$ cat src/design/assert_macros.svh
// ---------------------------------------------------------------------------
// assert_macros.svh
// concurrent assertion helpers used by hsv_to_rgb_led_duty
// ---------------------------------------------------------------------------
`ifndef ASSERT_MACROS_SVH
`define ASSERT_MACROS_SVH

// property holds at every clock edge outside reset
`define ASSERT_AT(lbl, clk, rstn, prop) \
    lbl: assert property (@(posedge clk) disable iff (!rstn) (prop)) \
        else $error("assertion failed");

// consequent holds in the cycle after the antecedent
`define ASSERT_NEXT(lbl, clk, rstn, ante, cons) \
    lbl: assert property (@(posedge clk) disable iff (!rstn) (ante) |=> (cons)) \
        else $error("assertion failed");

`endif

$ cat src/design/hsvled_pkg.sv
// ---------------------------------------------------------------------------
// hsvled_pkg
// types and constants for the hsv to rgb led duty pipeline
// ---------------------------------------------------------------------------
package hsvled_pkg;

    localparam int NUM_STAGES  = 6;
    localparam int SECTOR_DEG  = 60;
    localparam int NUM_SECTORS = 6;

    typedef logic [2:0] t_channel;
    typedef logic [9:0] t_hue;
    typedef logic [7:0] t_level;
    typedef logic [2:0] t_sector;
    typedef logic [5:0] t_frac;

    localparam t_hue   HUE_MAX  = 10'd359;
    localparam t_level VAL_FULL = 8'd255;

    // reciprocal of 60, exact for products up to 255 * 59
    localparam logic [14:0] RECIP_60       = 15'd17477;
    localparam int          RECIP_60_SHIFT = 20;

    // reciprocal of 5, exact for values up to 1020
    localparam logic [10:0] RECIP_5       = 11'd1639;
    localparam int          RECIP_5_SHIFT = 13;

    localparam t_channel CH_FIRST = 3'd1;
    localparam t_channel CH_LAST  = 3'd4;

    localparam t_sector SEC_0 = 3'd0;
    localparam t_sector SEC_1 = 3'd1;
    localparam t_sector SEC_2 = 3'd2;
    localparam t_sector SEC_3 = 3'd3;
    localparam t_sector SEC_4 = 3'd4;
    localparam t_sector SEC_5 = 3'd5;

    typedef struct packed {
        t_channel channel;
        t_hue     hue;
        t_level   saturation;
        t_level   brightness;
    } t_hsv_in;

    typedef struct packed {
        t_channel target_channel;
        logic     write_strobe;
        t_level   red_duty;
        t_level   green_duty;
        t_level   blue_duty;
    } t_rgb_out;

endpackage

$ cat src/design/hsvled_sector.sv
// ---------------------------------------------------------------------------
// hsvled_sector
// clamps hue to 359 and splits it into a 60 degree sector and an offset
// ---------------------------------------------------------------------------
module hsvled_sector (
    input  hsvled_pkg::t_hue    i_hue,
    output hsvled_pkg::t_sector o_sector,
    output hsvled_pkg::t_frac   o_frac
);
    import hsvled_pkg::*;

    logic [8:0] h;
    logic [8:0] base;

    always_comb begin
        h        = (i_hue > HUE_MAX) ? HUE_MAX[8:0] : i_hue[8:0];
        o_sector = SEC_0;
        base     = '0;
        for (int k = 1; k < NUM_SECTORS; k++) begin
            if (h >= 9'(k * SECTOR_DEG)) begin
                o_sector = 3'(k);
                base     = 9'(k * SECTOR_DEG);
            end
        end
        o_frac = 6'(h - base);
    end

endmodule

$ cat src/design/hsv_to_rgb_led_duty.sv
// ---------------------------------------------------------------------------
// hsv_to_rgb_led_duty
// throughput: one transfer per cycle unless the output is stalled, six-stage pipeline with stall chaining
// reset: clears all stage valid bits, payload registers are not reset
// ---------------------------------------------------------------------------
`include "assert_macros.svh"

module hsv_to_rgb_led_duty (
    input  logic                 i_clk,
    input  logic                 i_rst_n,
    input  logic                 i_valid,
    output logic                 o_stall,
    input  hsvled_pkg::t_hsv_in  i_data,
    output logic                 o_valid,
    input  logic                 i_stall,
    output hsvled_pkg::t_rgb_out o_data
);
    import hsvled_pkg::*;

    localparam int LAST = NUM_STAGES - 1;

    logic [NUM_STAGES-1:0] r_vld;
    logic [NUM_STAGES-1:0] n_vld;
    logic [NUM_STAGES-1:0] en;

    // stage 0: hue split, v * (255 - s)
    t_sector     sec0;
    t_frac       frac0;
    logic [15:0] n_prod;
    t_channel    r_s0_ch;
    t_level      r_s0_v;
    t_sector     r_s0_sector;
    t_frac       r_s0_frac;
    logic [15:0] r_s0_prod;

    // stage 1: vmin = prod / 255
    logic [15:0] n_vsum;
    t_level      n_vmin;
    t_channel    r_s1_ch;
    t_level      r_s1_v;
    t_sector     r_s1_sector;
    t_frac       r_s1_frac;
    t_level      r_s1_vmin;
    t_level      r_s1_d;

    // stage 2: (v - vmin) * frac
    logic [13:0] n_m;
    t_channel    r_s2_ch;
    t_level      r_s2_v;
    t_sector     r_s2_sector;
    t_level      r_s2_vmin;
    logic [13:0] r_s2_m;

    // stage 3: alpha = m / 60
    logic [28:0] n_q;
    t_channel    r_s3_ch;
    t_level      r_s3_v;
    t_sector     r_s3_sector;
    t_level      r_s3_vmin;
    t_level      r_s3_alpha;

    // stage 4: sector mux
    t_level      vinc;
    t_level      vdec;
    t_level      n_r;
    t_level      n_g;
    t_level      n_b;
    t_channel    r_s4_ch;
    t_level      r_s4_r;
    t_level      r_s4_g;
    t_level      r_s4_b;

    // stage 5: color balance, output register
    logic [9:0]  b3;
    logic [20:0] g_q;
    logic [20:0] b_q;
    t_rgb_out    n_out;
    t_rgb_out    r_out;

    // stall chain
    always_comb begin
        en[LAST] = !r_vld[LAST] || !i_stall;
        for (int k = LAST - 1; k >= 0; k--) begin
            en[k] = !r_vld[k] || en[k+1];
        end
        n_vld = {r_vld[NUM_STAGES-2:0], i_valid};
    end

    assign o_stall = !en[0];
    assign o_valid = r_vld[LAST];
    assign o_data  = r_out;

    always_ff @(posedge i_clk) begin
        if (!i_rst_n) begin
            r_vld <= '0;
        end else begin
            for (int k = 0; k < NUM_STAGES; k++) begin
                if (en[k]) begin
                    r_vld[k] <= n_vld[k];
                end
            end
        end
    end

    // stage 0
    hsvled_sector u_sector (
        .i_hue    (i_data.hue),
        .o_sector (sec0),
        .o_frac   (frac0)
    );

    assign n_prod = 16'(i_data.brightness) * 16'(VAL_FULL - i_data.saturation);

    always_ff @(posedge i_clk) begin
        if (en[0]) begin
            r_s0_ch     <= i_data.channel;
            r_s0_v      <= i_data.brightness;
            r_s0_sector <= sec0;
            r_s0_frac   <= frac0;
            r_s0_prod   <= n_prod;
        end
    end

    // stage 1
    always_comb begin
        n_vsum = r_s0_prod + 16'(r_s0_prod[15:8]) + 16'd1;
        n_vmin = n_vsum[15:8];
    end

    always_ff @(posedge i_clk) begin
        if (en[1]) begin
            r_s1_ch     <= r_s0_ch;
            r_s1_v      <= r_s0_v;
            r_s1_sector <= r_s0_sector;
            r_s1_frac   <= r_s0_frac;
            r_s1_vmin   <= n_vmin;
            r_s1_d      <= r_s0_v - n_vmin;
        end
    end

    // stage 2
    assign n_m = 14'(r_s1_d) * 14'(r_s1_frac);

    always_ff @(posedge i_clk) begin
        if (en[2]) begin
            r_s2_ch     <= r_s1_ch;
            r_s2_v      <= r_s1_v;
            r_s2_sector <= r_s1_sector;
            r_s2_vmin   <= r_s1_vmin;
            r_s2_m      <= n_m;
        end
    end

    // stage 3
    assign n_q = 29'(r_s2_m) * 29'(RECIP_60);

    always_ff @(posedge i_clk) begin
        if (en[3]) begin
            r_s3_ch     <= r_s2_ch;
            r_s3_v      <= r_s2_v;
            r_s3_sector <= r_s2_sector;
            r_s3_vmin   <= r_s2_vmin;
            r_s3_alpha  <= n_q[RECIP_60_SHIFT+7:RECIP_60_SHIFT];
        end
    end

    // stage 4
    always_comb begin
        vinc = r_s3_vmin + r_s3_alpha;
        vdec = r_s3_v - r_s3_alpha;
        case (r_s3_sector)
            SEC_0: begin
                n_r = r_s3_v;    n_g = vinc;      n_b = r_s3_vmin;
            end
            SEC_1: begin
                n_r = vdec;      n_g = r_s3_v;    n_b = r_s3_vmin;
            end
            SEC_2: begin
                n_r = r_s3_vmin; n_g = r_s3_v;    n_b = vinc;
            end
            SEC_3: begin
                n_r = r_s3_vmin; n_g = vdec;      n_b = r_s3_v;
            end
            SEC_4: begin
                n_r = vinc;      n_g = r_s3_vmin; n_b = r_s3_v;
            end
            SEC_5: begin
                n_r = r_s3_v;    n_g = r_s3_vmin; n_b = vdec;
            end
            default: begin
                n_r = '0;        n_g = '0;        n_b = '0;
            end
        endcase
    end

    always_ff @(posedge i_clk) begin
        if (en[4]) begin
            r_s4_ch <= r_s3_ch;
            r_s4_r  <= n_r;
            r_s4_g  <= n_g;
            r_s4_b  <= n_b;
        end
    end

    // stage 5: green * 4 / 5, blue * 3 / 5
    always_comb begin
        b3  = 10'(r_s4_b) * 10'd3;
        g_q = 21'({r_s4_g, 2'b00}) * 21'(RECIP_5);
        b_q = 21'(b3) * 21'(RECIP_5);
        n_out.target_channel = r_s4_ch;
        n_out.write_strobe   = (r_s4_ch inside {[CH_FIRST:CH_LAST]});
        n_out.red_duty       = r_s4_r;
        n_out.green_duty     = g_q[RECIP_5_SHIFT+7:RECIP_5_SHIFT];
        n_out.blue_duty      = b_q[RECIP_5_SHIFT+7:RECIP_5_SHIFT];
    end

    always_ff @(posedge i_clk) begin
        if (en[5]) begin
            r_out <= n_out;
        end
    end

    `ASSERT_AT(a_stall_when_full, i_clk, i_rst_n, !o_stall || (&r_vld))
    `ASSERT_AT(a_vmin_le_v, i_clk, i_rst_n, !r_vld[1] || (r_s1_vmin <= r_s1_v))
    `ASSERT_NEXT(a_alpha_in_range, i_clk, i_rst_n, r_vld[2] && en[3],
        r_vld[3] && (r_s3_alpha <= (r_s3_v - r_s3_vmin)))

endmodule

$ cat config.mk
export PLATFORM = sky130hd
export DESIGN_NAME = hsv_to_rgb_led_duty
export DESIGN_NICKNAME = d
export VERILOG_FILES = /design/src/design/hsvled_pkg.sv /design/src/design/hsvled_sector.sv /design/src/design/hsv_to_rgb_led_duty.sv
export VERILOG_INCLUDE_DIRS = /design/src /design/src/design
export SDC_FILE = /design/constraint.sdc
export NUM_CORES = 1
export LEC_CHECK = 0
export ABC_AREA = 1
export BUFFER_PORTS_ARGS = -buffer_cell sky130_fd_sc_hd__buf_2
export CORE_ASPECT_RATIO = 0.9
export CORE_MARGIN = 5
export CORE_UTILIZATION = 40
export DETAILED_ROUTE_END_ITERATION = 16
export GPL_TIMING_DRIVEN = 0
export PLACE_DENSITY = 0.68
export SLEW_MARGIN = 20
export SYNTH_ARGS = -nofsm -noshare
export SYNTH_HDL_FRONTEND = slang
export SYNTH_HIERARCHICAL = 1
export SYNTH_SLANG_ARGS = --single-unit
$ cat constraint.sdc
create_clock -name i_clk -period 5.34 [get_ports i_clk]
set_input_delay 0.534 -clock i_clk [delete_from_list [all_inputs] [get_ports i_clk]]
set_output_delay 0.534 -clock i_clk [all_outputs]
set_load 0.02 [all_outputs]
==> results.tsv <==
stage	metric	value	unit
cells_and_area	layout_common_cells	420 x inv_1, 364 x nand2_1, 284 x ha_1	
cts	cts_made_buffers	17	
cts	cts.htree.levels	4	
cts	cts_sinks	199	
cts	cts_root_buffer	clkbuf_16	
global_routing	antenna_found_initial	0	
yosys	ys.flop_type	edfxtp_1	
routing	wl	38000	µm
cells_and_area	area_growth	10.2	%
setup_path	crit_family	adder cells	
timing	grt_setup_unrepaired	true	
cts	worstSkewPairLatency	450	ps
setup_path	worst_path_largest_cell_delay	550	ps
min_path	holdPathStages	1	
global_routing	grt_first_pass_wirelength	65500	µm
routing	drt-vias-per-instance	4.94	
yosys	synth_area	18500	µm²
cts	cts_buffer_depth	2	
cells_and_area	final_common_cell	inv_1	
min_path	min_from	i_data[26]	
floorplan	die_y	214	µm
setup_path	path_class	flip-flop to flip-flop	
timing	max_slew_margin	39.4	%
yosys	syn_inst	1999	
timing	finalCritPeriodShare	105	%
floorplan	die_area	50700	µm²
yosys	synth.net_count	2455	
yosys	synth-seq-area-share	32.0	%
timing	maxSlewViolCount	0	
floorplan	coreArea	45600	µm²
setup_path	reg2reg_from	r_s4_b[0]	
global_routing	grt_pass1_vias	13700	
placement	place_worst_setup_slack	-614	ps
timing	hold_viol_final	0	
setup_path	r2r_end	o_data[3]	
yosys	ys_ff_latch	199	
timing	final.setup.worst_slack	-246	ps
timing	fin_crit	5590	ps
setup_path	rrSetupSlack	-250	ps
min_path	worst_hold_path_type	input pin to flip-flop	
cts	path_clk_slew	80	ps
routing	first_pass_iters	5	
setup_path	cp.required	5540	ps
placement	hpwlAfterDp	31800	µm
placement	gp_congestion	0.895	
routing	route.detailed.drc	0	
yosys	synth_cell_types	50	
cells_and_area	stdcell_count	2708	
placement	io_buffers	60	
setup_path	path_buf_inv	8	
setup_path	slowest_stage	fa_1	
routing	vias	13400	
status	status	complete, but fails checks	
floorplan	placementRows	74	
setup_path	arrival	5790	ps
timing	max_freq	0.179	GHz
cells_and_area	fin_util	44.8	%
cells_and_area	nNetsFinal	2543	
yosys	ys_warn_count	6	
yosys	async_reset_ff_share	0	%
routing	drt_iter0_drc	806	
setup_path	cp_common_cell	inv_2	
global_routing	grtUsageTotal	15.4	%
cts	hold_buffers	0	
setup_path	critPathCaptureType	flip-flop	
global_routing	globalRouteOverflowTotal	0	
floorplan	start_util	40.6	%
yosys	avgSynthCellArea	9.26	µm²
setup_path	path_max_fanout	4	
floorplan	pin_count	63	
timing	worst_slew_pin_slew	906	ps
min_path	min_to	r_s0_ch[0]	
timing	clock_skew	13.6	ps
routing	detail_route.wl_per_cell	14.0	µm
cells_and_area	layout-drive-gt1-share	9.29	%
routing	ant_nets	0	
floorplan	die_w	237	µm
global_routing	grt_max_degree	39	
setup_path	cp-start-kind	flip-flop	
placement	placed_cells	2667	
yosys	synth_edf_count	193	
cts	tritoncts	yes	
status	violations	negative setup slack	
cells_and_area	diodes	0	
timing	finalSetupViolations	8	
setup_path	r2r_cells	26	
run	drv_cap	0	
==> sequential cells by signal, indices dropped and copies added (netlist names), 8 cells and up <==
register,flops
r_s3_v,8
r_s3_vmin,8
r_s4_r,8
r_s0_v,8
r_s0_prod,16
r_s3_alpha,8
r_s4_b,8
r_s4_g,8
o_data,28
r_s1_d,8
r_s1_vmin,8
r_s2_m,14
r_s2_vmin,8
r_s2_v,8
r_s1_v,8
==> worst reg2reg max path, delay by kind of cell (launching register included) <==
kind | cells | cell delay (ps)
buffers and inverters | 8 | 440
flip-flops | 1 | 430
AO/OA/AOI/OAI | 6 | 850
AND/OR/NAND/NOR | 2 | 210
adder cells (fa/ha/maj) | 8 | 3090
XOR/XNOR | 2 | 350
==> how the worst max path moves through the flow <==
stage / depth (start not counted) / slack (ps) / start / end
floorplan: 24 / -100 / r_s4_b[0] / o_data[6]
global placement: 23 / -570 / r_s4_b[0] / o_data[6]
detailed placement: 23 / -610 / r_s4_b[0] / o_data[6]
CTS: 24 / -240 / r_s4_b[0] / o_data[6]
global route: 26 / -500 / r_s4_b[0] / o_data[6]
finish: 26 / -250 / r_s4_b[0] / o_data[3]
==> synthesized netlist by cell type (13+ instances only) <==
| library cell | instances | area share (%) |
|---|---|---|
| inv_1 | 431 | 8.7 |
| edfxtp_1 | 193 | 31 |
| a21oi_1 | 84 | 2.3 |
| fa_1 | 135 | 15 |
| nor2_1 | 126 | 2.6 |
| nand4_1 | 26 | 0.88 |
| o21ai_0 | 28 | 0.76 |
| nor3_1 | 19 | 0.51 |
| nand2_2 | 13 | 0.44 |
| nand3_1 | 89 | 2.4 |
| xor2_1 | 43 | 2.0 |
| nand2_1 | 371 | 7.5 |
| ha_1 | 288 | 19 |
| xnor2_1 | 13 | 0.62 |
| o21bai_1 | 14 | 0.57 |
==> final cells by class <==
type                       instances  area, µm²
buffer                             9       41.3
clock buffer                      17        425
fill                            4332      25100
tap                              608        761
clock inverter                    15        190
inverter                         440       1660
sequential                       199       5920
timing repair buffer              68        360
timing repair inverter             1       5.00
multi-input combinational       1351      11100
==> cell families after synthesis <==
family	synth area share (%)
xor gates and xnor gates	2.65
and+or+nand+nor	15.8
AOI/OAI and AO/OA	6.37
DFF	32.0
adders and majority gates	34.1
buffers and inverters	9.14
==> routing by layer <==
layer	share of wire (%)	wire length, µm	global-route usage (%)	vias to the layer above
met3	4.9	1850	2.89	49
met1	45	17200	20.3	6384
li1	-	-	-	6669
met4	1.8	702	3.94	0
met2	48	18200	26.1	273
met5	0	0	0	-
==> through the flow <==
step | hold WS, ps | instance area (µm²) | setup TNS, ps
5_1_grt | 236 | 20400 | -3190
3_5_place_dp | 405 | 19600 | -4040
3_3_place_gp | 403 | 19600 | -18590
4_1_cts | 241 | 20400 | -1060
2_1_floorplan | 400 | 18600 | -354
6_report | 261 | 20400 | -1080
==> timing repair <==
item	CTS	global route
pin swaps	12	10
gates cloned	1	0
buffers inserted	7	1
hold endpoints to repair	0	0
setup endpoints to repair	9	8
gates resized for setup	16	11
Power is not shown: default switching activity piles up to over one toggle a cycle in this logic, so the estimate is an artifact.
